===== config.mk =====
export PLATFORM = sky130hd
export DESIGN_NAME = bgra_premultiplied_to_rgba_straight
export DESIGN_NICKNAME = d
export VERILOG_FILES = /design/src/rtl/core/upm_pkg.sv /design/src/rtl/core/bgra_premultiplied_to_rgba_straight.sv /design/src/rtl/core/upm_prep.sv /design/src/rtl/core/upm_div_stage.sv
export SDC_FILE = /design/constraint.sdc
export NUM_CORES = 1
export LEC_CHECK = 0
export BUFFER_PORTS_ARGS = -buffer_cell sky130_fd_sc_hd__buf_2
export CAP_MARGIN = 0
export CELL_PAD_IN_SITES_DETAIL_PLACEMENT = 1
export CELL_PAD_IN_SITES_GLOBAL_PLACEMENT = 1
export CORE_MARGIN = 3
export CORE_UTILIZATION = 45
export DETAILED_ROUTE_END_ITERATION = 8
export GPL_TIMING_DRIVEN = 0
export PLACE_DENSITY = 0.75
export SYNTH_ARGS = -nofsm -noshare
export SYNTH_HDL_FRONTEND = slang
export SYNTH_SLANG_ARGS = --single-unit

===== constraint.sdc =====
create_clock -name clk -period 10.9 [get_ports clk]
set_input_delay 0.545 -clock clk [delete_from_list [all_inputs] [get_ports clk]]
set_output_delay 0.545 -clock clk [all_outputs]
set_load 0.01 [all_outputs]

===== src/rtl/core/upm_pkg.sv =====
package upm_pkg;

  localparam int unsigned LANES      = 3;
  localparam int unsigned QUO_BITS   = 8;
  localparam int unsigned DIV_STEPS  = 2;
  localparam int unsigned DIV_STAGES = QUO_BITS / DIV_STEPS;

  localparam int unsigned LANE_RED   = 0;
  localparam int unsigned LANE_GREEN = 1;
  localparam int unsigned LANE_BLUE  = 2;

  localparam logic [7:0] CHAN_MAX = 8'hff;

  typedef logic [7:0] byte_t;

  // partial division state carried down the pipe, one entry per colour lane
  typedef struct packed {
    byte_t                  alpha;
    logic [LANES-1:0]       sat;
    logic [LANES-1:0][7:0]  rem;
    logic [LANES-1:0][7:0]  low;
    logic [LANES-1:0][7:0]  quo;
  } upm_work_t;

endpackage


===== src/rtl/core/bgra_premultiplied_to_rgba_straight.sv =====
// channel | handshake           | payload
// input   | in_valid / in_stall   | premul_blue, premul_green, premul_red, alpha_in
// output  | out_valid / out_stall | straight_red, straight_green, straight_blue, alpha_out
//
// one pixel per clock sustained while out_stall stays low
// pipe of one numerator stage plus four two-bit restoring divider stages
// synchronous active-high reset empties the pipe, payload registers are not reset
// each stage holds while the next is full and stalled, so empty slots close up
// with out_stall low throughout, in_stall stays low
module bgra_premultiplied_to_rgba_straight (
  input  logic           clk,
  input  logic           rst,
  input  logic           in_valid,
  output logic           in_stall,
  input  upm_pkg::byte_t premul_blue,
  input  upm_pkg::byte_t premul_green,
  input  upm_pkg::byte_t premul_red,
  input  upm_pkg::byte_t alpha_in,
  output logic           out_valid,
  input  logic           out_stall,
  output upm_pkg::byte_t straight_red,
  output upm_pkg::byte_t straight_green,
  output upm_pkg::byte_t straight_blue,
  output upm_pkg::byte_t alpha_out
);
  import upm_pkg::*;

  logic      pipe_valid [DIV_STAGES+1];
  logic      pipe_stall [DIV_STAGES+1];
  upm_work_t pipe_work  [DIV_STAGES+1];
  upm_work_t last;
  logic      zero_alpha;

  upm_prep u_prep (
    .clk          (clk),
    .rst          (rst),
    .in_valid     (in_valid),
    .in_stall     (in_stall),
    .premul_blue  (premul_blue),
    .premul_green (premul_green),
    .premul_red   (premul_red),
    .alpha_in     (alpha_in),
    .work_valid   (pipe_valid[0]),
    .work_stall   (pipe_stall[0]),
    .work         (pipe_work[0])
  );

  for (genvar k = 0; k < DIV_STAGES; k++) begin : g_div
    upm_div_stage u_stage (
      .clk      (clk),
      .rst      (rst),
      .up_valid (pipe_valid[k]),
      .up_stall (pipe_stall[k]),
      .up_work  (pipe_work[k]),
      .dn_valid (pipe_valid[k+1]),
      .dn_stall (pipe_stall[k+1]),
      .dn_work  (pipe_work[k+1])
    );
  end

  assign pipe_stall[DIV_STAGES] = out_stall;
  assign last                   = pipe_work[DIV_STAGES];
  assign zero_alpha             = last.alpha == '0;

  // clamp where the channel reaches alpha, blank the pixel where alpha is zero
  assign straight_red   = zero_alpha ? '0 : (last.sat[LANE_RED]   ? CHAN_MAX : last.quo[LANE_RED]);
  assign straight_green = zero_alpha ? '0 : (last.sat[LANE_GREEN] ? CHAN_MAX : last.quo[LANE_GREEN]);
  assign straight_blue  = zero_alpha ? '0 : (last.sat[LANE_BLUE]  ? CHAN_MAX : last.quo[LANE_BLUE]);
  assign alpha_out      = last.alpha;
  assign out_valid      = pipe_valid[DIV_STAGES];

  a_no_stall_without_back_pressure : assert property (
    @(posedge clk) disable iff (rst) !out_stall |-> !in_stall
  ) else $error("input stalled with output free");

  a_quotient_below_max : assert property (
    @(posedge clk) disable iff (rst)
    out_valid && !zero_alpha && !last.sat[LANE_RED] |-> last.quo[LANE_RED] != CHAN_MAX
  ) else $error("unclamped red quotient reached full scale");

  a_remainder_below_alpha : assert property (
    @(posedge clk) disable iff (rst)
    out_valid && !zero_alpha && !last.sat[LANE_GREEN] |-> last.rem[LANE_GREEN] < last.alpha
  ) else $error("green remainder not below alpha");

endmodule


===== src/rtl/core/upm_prep.sv =====
module upm_prep (
  input  logic              clk,
  input  logic              rst,
  input  logic              in_valid,
  output logic              in_stall,
  input  upm_pkg::byte_t    premul_blue,
  input  upm_pkg::byte_t    premul_green,
  input  upm_pkg::byte_t    premul_red,
  input  upm_pkg::byte_t    alpha_in,
  output logic              work_valid,
  input  logic              work_stall,
  output upm_pkg::upm_work_t work
);
  import upm_pkg::*;

  logic                   valid;
  upm_work_t              data;
  upm_work_t              data_next;
  logic [LANES-1:0][7:0]  chan;
  logic [LANES-1:0][15:0] num;

  assign chan[LANE_RED]   = premul_red;
  assign chan[LANE_GREEN] = premul_green;
  assign chan[LANE_BLUE]  = premul_blue;

  // numerator is chan*255 plus half the alpha, split into high and low bytes
  always_comb begin
    data_next.alpha = alpha_in;
    for (int i = 0; i < LANES; i++) begin
      num[i]               = ({chan[i], 8'h00} - {8'h00, chan[i]}) + {9'h000, alpha_in[7:1]};
      data_next.sat[i]     = chan[i] >= alpha_in;
      data_next.rem[i]     = num[i][15:8];
      data_next.low[i]     = num[i][7:0];
      data_next.quo[i]     = '0;
    end
  end

  assign in_stall = valid && work_stall;

  always_ff @(posedge clk) begin
    if (rst) begin
      valid <= 1'b0;
    end else if (!in_stall) begin
      valid <= in_valid;
    end
  end

  always_ff @(posedge clk) begin
    if (!in_stall && in_valid) begin
      data <= data_next;
    end
  end

  assign work_valid = valid;
  assign work       = data;

endmodule


===== src/rtl/core/upm_div_stage.sv =====
module upm_div_stage (
  input  logic               clk,
  input  logic               rst,
  input  logic               up_valid,
  output logic               up_stall,
  input  upm_pkg::upm_work_t up_work,
  output logic               dn_valid,
  input  logic               dn_stall,
  output upm_pkg::upm_work_t dn_work
);
  import upm_pkg::*;

  logic                  valid;
  upm_work_t             data;
  upm_work_t             data_next;
  logic [LANES-1:0][8:0] trial;
  logic [LANES-1:0]      fits;

  // restoring division, a couple of quotient bits per stage
  always_comb begin
    data_next = up_work;
    trial     = '0;
    fits      = '0;
    for (int s = 0; s < DIV_STEPS; s++) begin
      for (int i = 0; i < LANES; i++) begin
        trial[i]            = {data_next.rem[i], data_next.low[i][7]};
        fits[i]             = trial[i] >= {1'b0, data_next.alpha};
        data_next.rem[i]    = fits[i] ? 8'(trial[i] - {1'b0, data_next.alpha})
                                      : trial[i][7:0];
        data_next.low[i]    = {data_next.low[i][6:0], 1'b0};
        data_next.quo[i]    = {data_next.quo[i][6:0], fits[i]};
      end
    end
  end

  assign up_stall = valid && dn_stall;

  always_ff @(posedge clk) begin
    if (rst) begin
      valid <= 1'b0;
    end else if (!up_stall) begin
      valid <= up_valid;
    end
  end

  always_ff @(posedge clk) begin
    if (!up_stall && up_valid) begin
      data <= data_next;
    end
  end

  assign dn_valid = valid;
  assign dn_work  = data;

endmodule


==> results.cfg, run 1 <==
[hold_path]
min_path_type = input pin to register

[routing]
wl_um = 49300
drt_iter0_drc = 778
via_per_inst = 5.61
drt_first_pass_iters = 5
drc = 0
vias = 14249
ant_nets = 0
routedWlPerCell_um = 19.4

[placed_design]
dpl.hpwl_um = 38700
gp_congestion = 0.858
portBuffers = 69

[setup_path]
cp_max_fo = 12
crit_path_end_kind = register
path_cells = inv_1 -> ha_1 -> nand2b_1 -> a21o_1 -> a31oi_1 -> a2111oi_4 -> clkbuf_1 -> nand2_1 -> o21ai_0 -> ha_1 -> nor2b_1 -> o211ai_1 -> nand3b_1 -> o41a_1 -> nand2_1 -> nand4_1 -> mux2_2
critPathMaxStageDelay_ns = 0.60
path_buf_inv = 2
critPathRequiredTime_ns = 11.17
worstSetupPathType = register to register
critPathTopFamily = compound AO/OA/AOI/OAI gates
critPathLaunchType = register
cp_slowest_cell = a2111oi_4
cp.arrival_ns = 5.80

[cells_and_area]
layout-drive-gt1-share_pct = 12.5
layout_commonest_cell = edfxtp_1
antennaDiodeCount = 0
final_cell_mix = 271 x edfxtp_1, 237 x ha_1, 162 x inv_1, 135 x a21oi_1, 110 x nor2_1
nNetsFinal = 2234
syn_to_final_growth_pct = 12.0

[run_status]
status = finished clean

[yosys]
yosys_register_bits = 276
yosysTopAreaCell = edfxtp_1
synthFlopType = edfxtp_1
syn_nets = 2122
synth-edff-count = 271
synthCells = 1825
synth_top_area_share_pct = 41.4
syn_area_per_cell_um2 = 10.8
synthArstFlopShare_pct = 0
synth_area_mm2 = 0.0197
ys_seq_area_share_pct = 41.9
synth_area_leaders = edfxtp_1 41%, ha_1 15%, xnor2_1 4.2%, mux2_2 4.1%, a21oi_1 3.4%
ys_types = 67
yosysWarnings = 0

[sta]
slew_headroom_pct = 35.9
finalCriticalPeriod_ns = 5.54
hold_viol = 0
slew_viol_final = 0
skew_ns = 0.0217
worst_slew_pin_slew_ns = 0.962
setup_violations = 0
fmax_mhz = 181
finalCritPeriodShare_pct = 50.8
grt_setup_unrepaired = no
tns_ns = 0

[floorplan]
die-area_mm2 = 0.0463
rows = 75
initial_core_util_pct = 46.2
core_area_mm2 = 0.0426
io_pins = 70
die_h_um = 215
die_w_um = 215

[clocking]
cts_buffers = 34
htree_levels = 2
clk_latency_ns = 0.54
clock-sinks = 276
cts_resized = 0
clk_pin_slew_ns = 0.06
hold_buffers = 0
post-cts-setup-buffer-count = 0
cts_tree = built
clockBufferDepth = 3
cts_root_buffer = clkbuf_16

[grt]
grt_max_degree = 37
grt_overflow = 0
antenna_found_initial = 1
grt_pass1_wl_um = 80200
grt_usage_pct = 21.4
grt_pass1_vias = 15191

[job]
maxCapViolations = 0

[power]
finalPower_mw = 4.79
leakagePower_nw = 8.86
max-vdd-ir-drop_uv = 106
power.density_mw_per_mm2 = 217
==> path summary, 6_finish.rpt <==
check                   from                           end  slack (ns)  cells past startpoint
max          u_prep.work[76]  g_div[0].u_stage.dn_work[67]        5.36                     17
min              alpha_in[1]               u_prep.work[76]        0.24                      1
max reg2reg  u_prep.work[76]  g_div[0].u_stage.dn_work[67]        5.36                     17
min reg2reg  u_prep.work[33]  g_div[0].u_stage.dn_work[35]        0.42                      0
==> cell families (layout without fill, tap and decap cells) <==
family	Yosys count	in the layout	synth area share (%)
AOI/OAI and AO/OA	475	475	15.7
and+or+nand+nor	399	399	9.88
DFF	276	276	41.9
adders and majority gates	261	261	17.5
buffers and inverters	193	330	3.96
xor gates and xnor gates	119	119	5.30
muxes	102	102	5.78
==> layout make-up <==
cell class	count	area, um^2
Tap cell	577	722
Timing Repair Buffer	76	485
Sequential cell	276	8240
Multi-Input combinational cell	1356	10700
Fill cell	4656	20600
Clock inverter	18	161
Inverter	165	619
Clock buffer	43	937
Buffer	28	159
==> metal layers <==
| metal | part of all wire, % | vias to the layer above | track usage [%] |
|---|---|---|---|
| met1 | 44 | 6917 | 26.4 |
| met4 | 3.9 | 2 | 8.79 |
| met3 | 2.8 | 110 | 2.61 |
| met2 | 49 | 241 | 38.0 |
| li1 | - | 6979 | - |
| met5 | 0.026 | - | 0 |
==> cells in the mapped netlist, types with 6 or more instances <==
master,number
nand2b_1,27
nand4_1,30
nand3_1,17
a31oi_1,8
xor2_1,24
xnor2_1,95
a21o_1,46
o21ai_0,87
or2_2,11
o31ai_1,13
a21oi_1,135
mux2_1,9
mux2_2,72
fa_1,24
o211ai_1,15
nor2b_1,36
o21bai_1,23
o21a_1,50
buf_4,8
mux2i_1,18
o21ai_1,9
nand2_1,88
o31a_1,15
nor3_1,43
inv_1,162
nor4_1,6
nor2_1,111
ha_1,237
a211oi_1,19
edfxtp_1,271
a21boi_0,17
buf_2,7
or3_1,10
clkbuf_1,11
==> power by group <==
| part | leakage [nW] | internal (mW) | switching (mW) | total (mW) |
|---|---|---|---|---|
| registers | 2.56 | 1.40 | 0.0654 | 1.46 |
| clock network | 0.518 | 0.661 | 0.453 | 1.11 |
| logic | 5.78 | 1.03 | 1.18 | 2.21 |
==> registers in the layout (all words and copies together), names as in the netlist <==
register / flops
g_div.u_stage.dn_valid: 4
g_div.u_stage.dn_work: 212
u_prep.work: 59
u_prep.work_valid: 1
==> per-stage QoR <==
| step | setup WS, ns | cell area, um^2 | hold slack [ns] | util (%) | std cells |
|---|---|---|---|---|---|
| after floorplan | 5.15 | 19700 | 0.400 | - | 1825 |
| after global placement | 3.25 | 20700 | 0.402 | 48.7 | 2471 |
| after detailed placement | 5.31 | 20900 | 0.405 | 49.1 | 2478 |
| after CTS | 5.28 | 22000 | 0.215 | 51.7 | 2539 |
| after global routing | 4.88 | 22000 | 0.229 | 51.7 | 2539 |
| final | 5.36 | 22000 | 0.244 | 51.7 | 2539 |
(Power assumes the default switching activity.)
==> inputs of run 2 (changes only) <==
--- a/config.mk
+++ b/config.mk
@@ -5,6 +5,7 @@
 export SDC_FILE = /design/constraint.sdc
 export NUM_CORES = 1
 export LEC_CHECK = 0
+export ABC_AREA = 1
 export BUFFER_PORTS_ARGS = -buffer_cell sky130_fd_sc_hd__buf_2
 export CAP_MARGIN = 0
 export CELL_PAD_IN_SITES_DETAIL_PLACEMENT = 1
@@ -13,7 +14,7 @@
 export CORE_UTILIZATION = 45
 export DETAILED_ROUTE_END_ITERATION = 8
 export GPL_TIMING_DRIVEN = 0
-export PLACE_DENSITY = 0.75
+export PLACE_DENSITY = 0.78
 export SYNTH_ARGS = -nofsm -noshare
 export SYNTH_HDL_FRONTEND = slang
 export SYNTH_SLANG_ARGS = --single-unit
==> constraint.sdc (replaced) <==
create_clock -name clk -period 5.2 [get_ports clk]
set_input_delay 0.26 -clock clk [delete_from_list [all_inputs] [get_ports clk]]
set_output_delay 0.26 -clock clk [all_outputs]
set_load 0.01 [all_outputs]
==> run 2 against run 1 <==
  * Maximum frequency is 38% higher
  * Global-route usage is 1.9 points higher
  * Hold slack worse by 0.19 ns
  * Largest power group unchanged
  * Critical endpoint is now g_div[2].u_stage.dn_work[54]
  * Final area is 9.3% higher
  * Die area is 10% higher
  * Final cell count is 31% higher
  * Area after synthesis is 11% higher
  * Setup slack worse by 4.2 ns
  * Combinational power is 55% higher
  * Sequential share of layout area is 3.2 points lower
==> results.cfg, run 2 <==
[run_status]
status = finished clean

[power]
finalPower_mw = 8.43
max-vdd-ir-drop_uv = 231
leakagePower_nw = 11.3
power.density_mw_per_mm2 = 350

[yosys]
synth_area_leaders = edfxtp_1 37%, ha_1 14%, nand2_1 13%, inv_1 5.7%, nand3_1 4.0%
yosys_register_bits = 276
syn_nets = 2883
synth-simple-area-share_pct = 28.2
synthAdderAreaFrac_pct = 15.8
synth_top_area_share_pct = 37.4
yosysWarnings = 0
synth_top_family_by_area = simple AND/OR/NAND/NOR gates
synthTopCellsByCount = 739 x nand2_1, 333 x inv_1, 271 x edfxtp_1
ys_seq_area_share_pct = 37.9
syn_area_per_cell_um2 = 8.41
synth-edff-count = 271
ys_types = 52
synth_area_mm2 = 0.0217
synthArstFlopShare_pct = 0
yosysTopAreaCell = edfxtp_1
synth_compound_area_share_pct = 6.04
synthXorXnorAreaFrac_pct = 5.28
yosysMostFrequentCell = nand2_1
synthMuxAreaShare_pct = 0
synthFlopType = edfxtp_1
synthCells = 2586

[sta]
finalCriticalPeriod_ns = 4.02
worst_slew_pin_slew_ns = 0.943
tns_ns = 0
hold_viol = 0
slew_headroom_pct = 37.0
finalCritPeriodShare_pct = 77.4
fmax_mhz = 248
slew_viol_final = 0
skew_ns = 0.00885
setup_violations = 0
grt_setup_unrepaired = no

[hold_path]
min_path_type = input pin to register

[grt]
grt_usage_pct = 23.3
grt_overflow = 0
grt_pass1_vias = 18945
grt_max_degree = 48
antenna_found_initial = 0
grt_pass1_wl_um = 95900

[routing]
vias = 17697
routedWlPerCell_um = 17.7
drt_iter0_drc = 691
wl_um = 59000
drt_first_pass_iters = 4
ant_nets = 0
via_per_inst = 5.31
drc = 0

[clocking]
cts_buffers = 31
post-cts-setup-buffer-count = 0
clock-sinks = 276
clk_latency_ns = 0.59
cts_root_buffer = clkbuf_16
cts_tree = built
clk_pin_slew_ns = 0.07
htree_levels = 1
clockBufferDepth = 3

[placed_design]
placement.cell_area_mm2 = 0.0230
dpl.hpwl_um = 47800
gp_congestion = 0.891
portBuffers = 69

[setup_path]
critPathMostFrequentCell = nand2_1
cp_max_fo = 12
worstSetupPathType = register to register
critPathLaunchType = register
cp.arrival_ns = 4.34
critPathRequiredTime_ns = 5.52
crit_path_end_kind = register
cp_slowest_cell = inv_1
path_cells = inv_1 -> ha_1 -> nand2_1 -> nor2_1 -> nand2_1 -> nor2_1 -> nor2_4 -> nand2_8 -> nand2_1 -> nand2_1 -> ha_1 -> a21oi_1 -> nand2_1 -> nand4_1 -> nand2_1 -> nand2_1 -> nand3_4 -> nand2_1 -> nand2_1
critPathMaxStageDelay_ns = 0.55

[floorplan]
die-area_mm2 = 0.0510
rows = 79
io_pins = 70
die_h_um = 226
die_w_um = 226
core_area_mm2 = 0.0471
initial_core_util_pct = 46.1

[cells_and_area]
largest_register_ff_count = 212
nNetsFinal = 3002
final_cell_mix = 739 x nand2_1, 331 x inv_1, 271 x edfxtp_1, 237 x ha_1, 191 x nor2_1
seq_area_mm2 = 0.00824
syn_to_final_growth_pct = 10.7
layout_commonest_cell = nand2_1
nFillCells = 5672
multi_input_area_mm2 = 0.0121
fin_area_mm2 = 0.0241
antennaDiodeCount = 0
layout-drive-gt1-share_pct = 10.2

[job]
maxCapViolations = 0
run 2: cell count changes after synthesis, moves of 38 or more:
cell / before / now
o21ai_0: 87 / 31
a21o_1: 46 / 8
mux2_2: 72 / 0
nor2_1: 111 / 193
xnor2_1: 95 / 33
nand2_1: 88 / 739
nand3_1: 17 / 173
inv_1: 162 / 333
xor2_1: 24 / 98
o21a_1: 50 / 4
run 2: what timing repair did:
item / 4_1_cts / 5_1_grt
setup endpoints to repair: 0 / 0
hold endpoints to repair: 13 / 1
resized for setup: 0 / 0
hold buffers: 11 / 1
run 2: stage by stage:
stage / hold WS (ns) / setup WS (ns) / util [%] / instances
6_report: 0.0501 / 1.18 / 51.1 / 3334
5_1_grt: 0.0286 / 0.843 / 51.1 / 3334
4_1_cts: 0.00233 / 1.15 / 51.1 / 3333
3_5_place_dp: 0.406 / 1.16 / 48.8 / 3267
3_3_place_gp: 0.401 / 0.518 / 48.5 / 3262
2_1_floorplan: 0.329 / 1.57 / - / 2586
run 2: layer usage:
layer	track usage [%]	up-vias	wire, um
met3	2.34	105	1690
met1	28.3	8452	25400
met5	0	-	0
met2	43.1	263	30000
met4	7.65	0	1930
li1	-	8877	-
run 2: where the power goes:
group | switching [mW] | internal, mW | leakage [nW]
Sequential | 0.104 | 2.76 | 2.56
Combinational | 2.18 | 1.25 | 8.29
Clock | 0.897 | 1.24 | 0.479
Total | 3.18 | 5.25 | 11.3
run 2: worst paths after layout:
| kind | slack [ns] | end | from | depth (start not counted) |
|---|---|---|---|---|
| setup / recovery | 1.18 | g_div[2].u_stage.dn_work[54] | g_div[1].u_stage.dn_work[76] | 19 |
| hold / removal | 0.05 | u_prep.work[71] | premul_blue[7] | 2 |
| setup reg to reg | 1.18 | g_div[2].u_stage.dn_work[54] | g_div[1].u_stage.dn_work[76] | 19 |
| hold reg to reg | 0.42 | g_div[2].u_stage.dn_work[30] | g_div[1].u_stage.dn_work[28] | 0 |
run 2: cell type report:
class,instances,area share (%)
Timing Repair Buffer,86,2.38
Inverter,351,5.54
Clock inverter,19,0.759
Tap cell,607,3.15
Multi-Input combinational cell,1937,50.1
Sequential cell,276,34.2
Buffer,22,0.582
Clock buffer,36,3.30
run 2: cell families after synthesis:
kind of cell	Yosys count
simple gates	1316
buf+inv	373
flops	276
fa+ha+maj	261
compound gates	229
xor+xnor	131
run 2: critical path: cells and delay by family (launching register included):
kind / cells / cell delay (ns)
flops: 1 / 0.43
buf+inv: 1 / 0.55
compound gates: 1 / 0.17
simple gates: 15 / 1.85
fa+ha+maj: 2 / 0.76
==> inputs of run 3 (changes only) <==
--- a/config.mk
+++ b/config.mk
@@ -5,7 +5,7 @@
 export SDC_FILE = /design/constraint.sdc
 export NUM_CORES = 1
 export LEC_CHECK = 0
-export ABC_AREA = 1
+export ABC_AREA = 0
 export BUFFER_PORTS_ARGS = -buffer_cell sky130_fd_sc_hd__buf_2
 export CAP_MARGIN = 0
 export CELL_PAD_IN_SITES_DETAIL_PLACEMENT = 1
@@ -14,7 +14,7 @@
 export CORE_UTILIZATION = 45
 export DETAILED_ROUTE_END_ITERATION = 8
 export GPL_TIMING_DRIVEN = 0
-export PLACE_DENSITY = 0.78
+export PLACE_DENSITY = 0.75
 export SYNTH_ARGS = -nofsm -noshare
 export SYNTH_HDL_FRONTEND = slang
 export SYNTH_SLANG_ARGS = --single-unit
==> constraint.sdc (replaced) <==
create_clock -name clk -period 3.85 [get_ports clk]
set_input_delay 0.1925 -clock clk [delete_from_list [all_inputs] [get_ports clk]]
set_output_delay 0.1925 -clock clk [all_outputs]
set_load 0.01 [all_outputs]
==> run 3 against run 2 <==
  * The run now ends with setup timing left
  * Non-clock buffer count up 302
  * Critical path type unchanged
  * Sequential cell count unchanged
  * Count of clock-buffer cells in the layout up 4
  * Final area up 12%
  * Core utilization up 12 points
  * Sequential share of layout area down 3.7 points
  * Power up 120%
  * Combinational power rose to 3.2 times the previous value
  * First-iteration DRC count up 65%
  * Maximum frequency down 11%
  * Hold slack worse by 0.030 ns
  * Die area down 9.3%
==> results.cfg, run 3 (synthesis gave the netlist of run 1 again) <==
[cells_and_area]
largest_register_ff_count = 212
fin_area_mm2 = 0.0270
antennaDiodeCount = 0
seq_area_mm2 = 0.00824
final_cell_mix = 271 x edfxtp_1, 254 x buf_4, 136 x ha_1, 134 x inv_1, 104 x nor2_1
multi_input_area_mm2 = 0.0130
nNetsFinal = 2540
layout-drive-gt1-share_pct = 36.9
syn_to_final_growth_pct = 37.3
layout_commonest_cell = edfxtp_1
nFillCells = 4366

[power]
p_int_mw = 11.1
clkPwrFrac_pct = 17.3
max-vdd-ir-drop_uv = 303
power.density_mw_per_mm2 = 679
combPwrFrac_pct = 59.5
leakagePower_nw = 10.7
sw_frac_of_total_pct = 39.4
pwr-share-seq_pct = 23.2
switchingPower_mw = 7.23

[placed_design]
portBuffers = 69
placement.cell_area_mm2 = 0.0211
pre_cts_slack_ns = -1.54
dpl.hpwl_um = 40400
gp_congestion = 0.862

[floorplan]
die_w_um = 215
io_pins = 70
initial_core_util_pct = 46.2
die-area_mm2 = 0.0463
core_area_mm2 = 0.0426
die_h_um = 215
rows = 75

[sta]
setup_ws_ns = -0.688
slew_headroom_pct = 31.2
setup_violations = 80
fmax_mhz = 220
finalCritPeriodShare_pct = 118
worst_slew_pin_slew_ns = 1.03
slew_viol_final = 0
grt_setup_unrepaired = yes
skew_ns = 0.0344
finalCriticalPeriod_ns = 4.54
hold_ws_ns = 0.0203
hold_viol = 0
tns_ns = -28.56

[clocking]
clk_pin_slew_ns = 0.06
clk_latency_ns = 0.57
cts_root_buffer = clkbuf_16
clockBufferDepth = 3
cts_tree = built
cts_buffers = 34
htree_levels = 2
clock-sinks = 276

[setup_path]
cp_max_fo = 8
cp.arrival_ns = 4.84
critPathRequiredTime_ns = 4.15
critPathLaunchType = register
crit_path_end_kind = register
worstSetupPathType = register to register

[routing]
drt_iter0_drc = 1137
routedWlPerCell_um = 27.6
vias = 17374
ant_nets = 0
via_per_inst = 6.11
drc = 0
drt_first_pass_iters = 5
wl_um = 78600

[grt]
antenna_found_initial = 0
grt_usage_pct = 26.1
grt_max_degree = 35
grt_pass1_vias = 17267
grt_overflow = 0
grt_pass1_wl_um = 95700

[run_status]
status = complete, but fails checks
violations = setup timing

[job]
maxCapViolations = 0

[hold_path]
min_path_type = input pin to register
[run 3: cell types whose count changed in the layout (fill, tap and decap cells not counted), sizes merged, moves of 46 or more]
cell | before | now
o21ai | 41 | 96
inv | 352 | 148
nor2 | 206 | 111
buf | 92 | 386
o21a | 4 | 50
nand4 | 76 | 30
xnor2 | 33 | 95
nand2 | 789 | 88
nand3 | 195 | 17
xor2 | 98 | 24
mux2 | 0 | 84
[run 3: cell type report]
cell class / instances / area share (%)
multi-input combinational: 1356 / 48.1
sequential: 276 / 30.5
timing repair buffer: 385 / 11.5
clock buffer: 40 / 3.23
tap: 577 / 2.67
inverter: 165 / 2.64
buffer: 25 / 0.760
clock inverter: 20 / 0.667
[run 3: timing repair]
item                                    4_1_cts  5_1_grt
buffers inserted                            155      150
hold buffers                                 16        0
resized for setup                           221      252
pin swaps                                    56      130
endpoints found under the setup margin       83       84
cloned                                        1        0
hold endpoints to repair                     18        0
[run 3: power groups by stage]
stage                     Clock [mW]  Combinational (mW)  Sequential, mW
after floorplan                    0                4.98            4.11
after global placement             0                5.99            4.21
after detailed placement           0                6.33            4.22
after CTS                       3.13                7.94            4.18
after global routing            3.31                11.4            4.28
final                           3.17                10.9            4.27
[run 3: final timing paths]
check	start	to	slack (ns)	cells after the start
worst min register to register	g_div[1].u_stage.dn_work[28]	g_div[2].u_stage.dn_work[30]	0.42	0
worst max-delay path	u_prep.work[77]	g_div[0].u_stage.dn_work[67]	-0.69	19
worst max register to register	u_prep.work[77]	g_div[0].u_stage.dn_work[67]	-0.69	19
worst min-delay path	premul_red[7]	u_prep.work[55]	0.02	2
[run 3: routing by layer]
metal | part of all wire [%] | vias to the layer above | global-route usage (%)
li1 | - | 7581 | -
met1 | 36 | 8696 | 29.6
met2 | 52 | 743 | 49.5
met3 | 4.2 | 354 | 2.68
met4 | 7.6 | 0 | 11.5
met5 | 0 | - | 0
[run 3: critical path, stage by stage (launching register included)]
cell and delay [ns]:
edfxtp_1 0.43, clkinvlp_4 0.13, buf_4 0.19, ha_4 0.28, o21ai_2 0.15, a21o_1 0.18
a31oi_4 0.11, a2111oi_4 0.28, clkbuf_8 0.24, buf_6 0.15, nand2_1 0.09, o21ai_2 0.11
ha_1 0.34, o211ai_1 0.23, nand3b_1 0.17, o41a_1 0.45, nand2_2 0.10, nand4_1 0.13
buf_6 0.19, mux2_2 0.31
[run 3: metrics by stage]
| stage | utilization, % | power (mW) | cells |
|---|---|---|---|
| after floorplan | - | 9.09 | 1825 |
| final | 63.4 | 18.4 | 2844 |
| after detailed placement | 49.5 | 10.5 | 2479 |
| after global routing | 63.4 | 19.0 | 2844 |
| after global placement | 49.0 | 10.2 | 2471 |
| after CTS | 58.0 | 15.3 | 2708 |
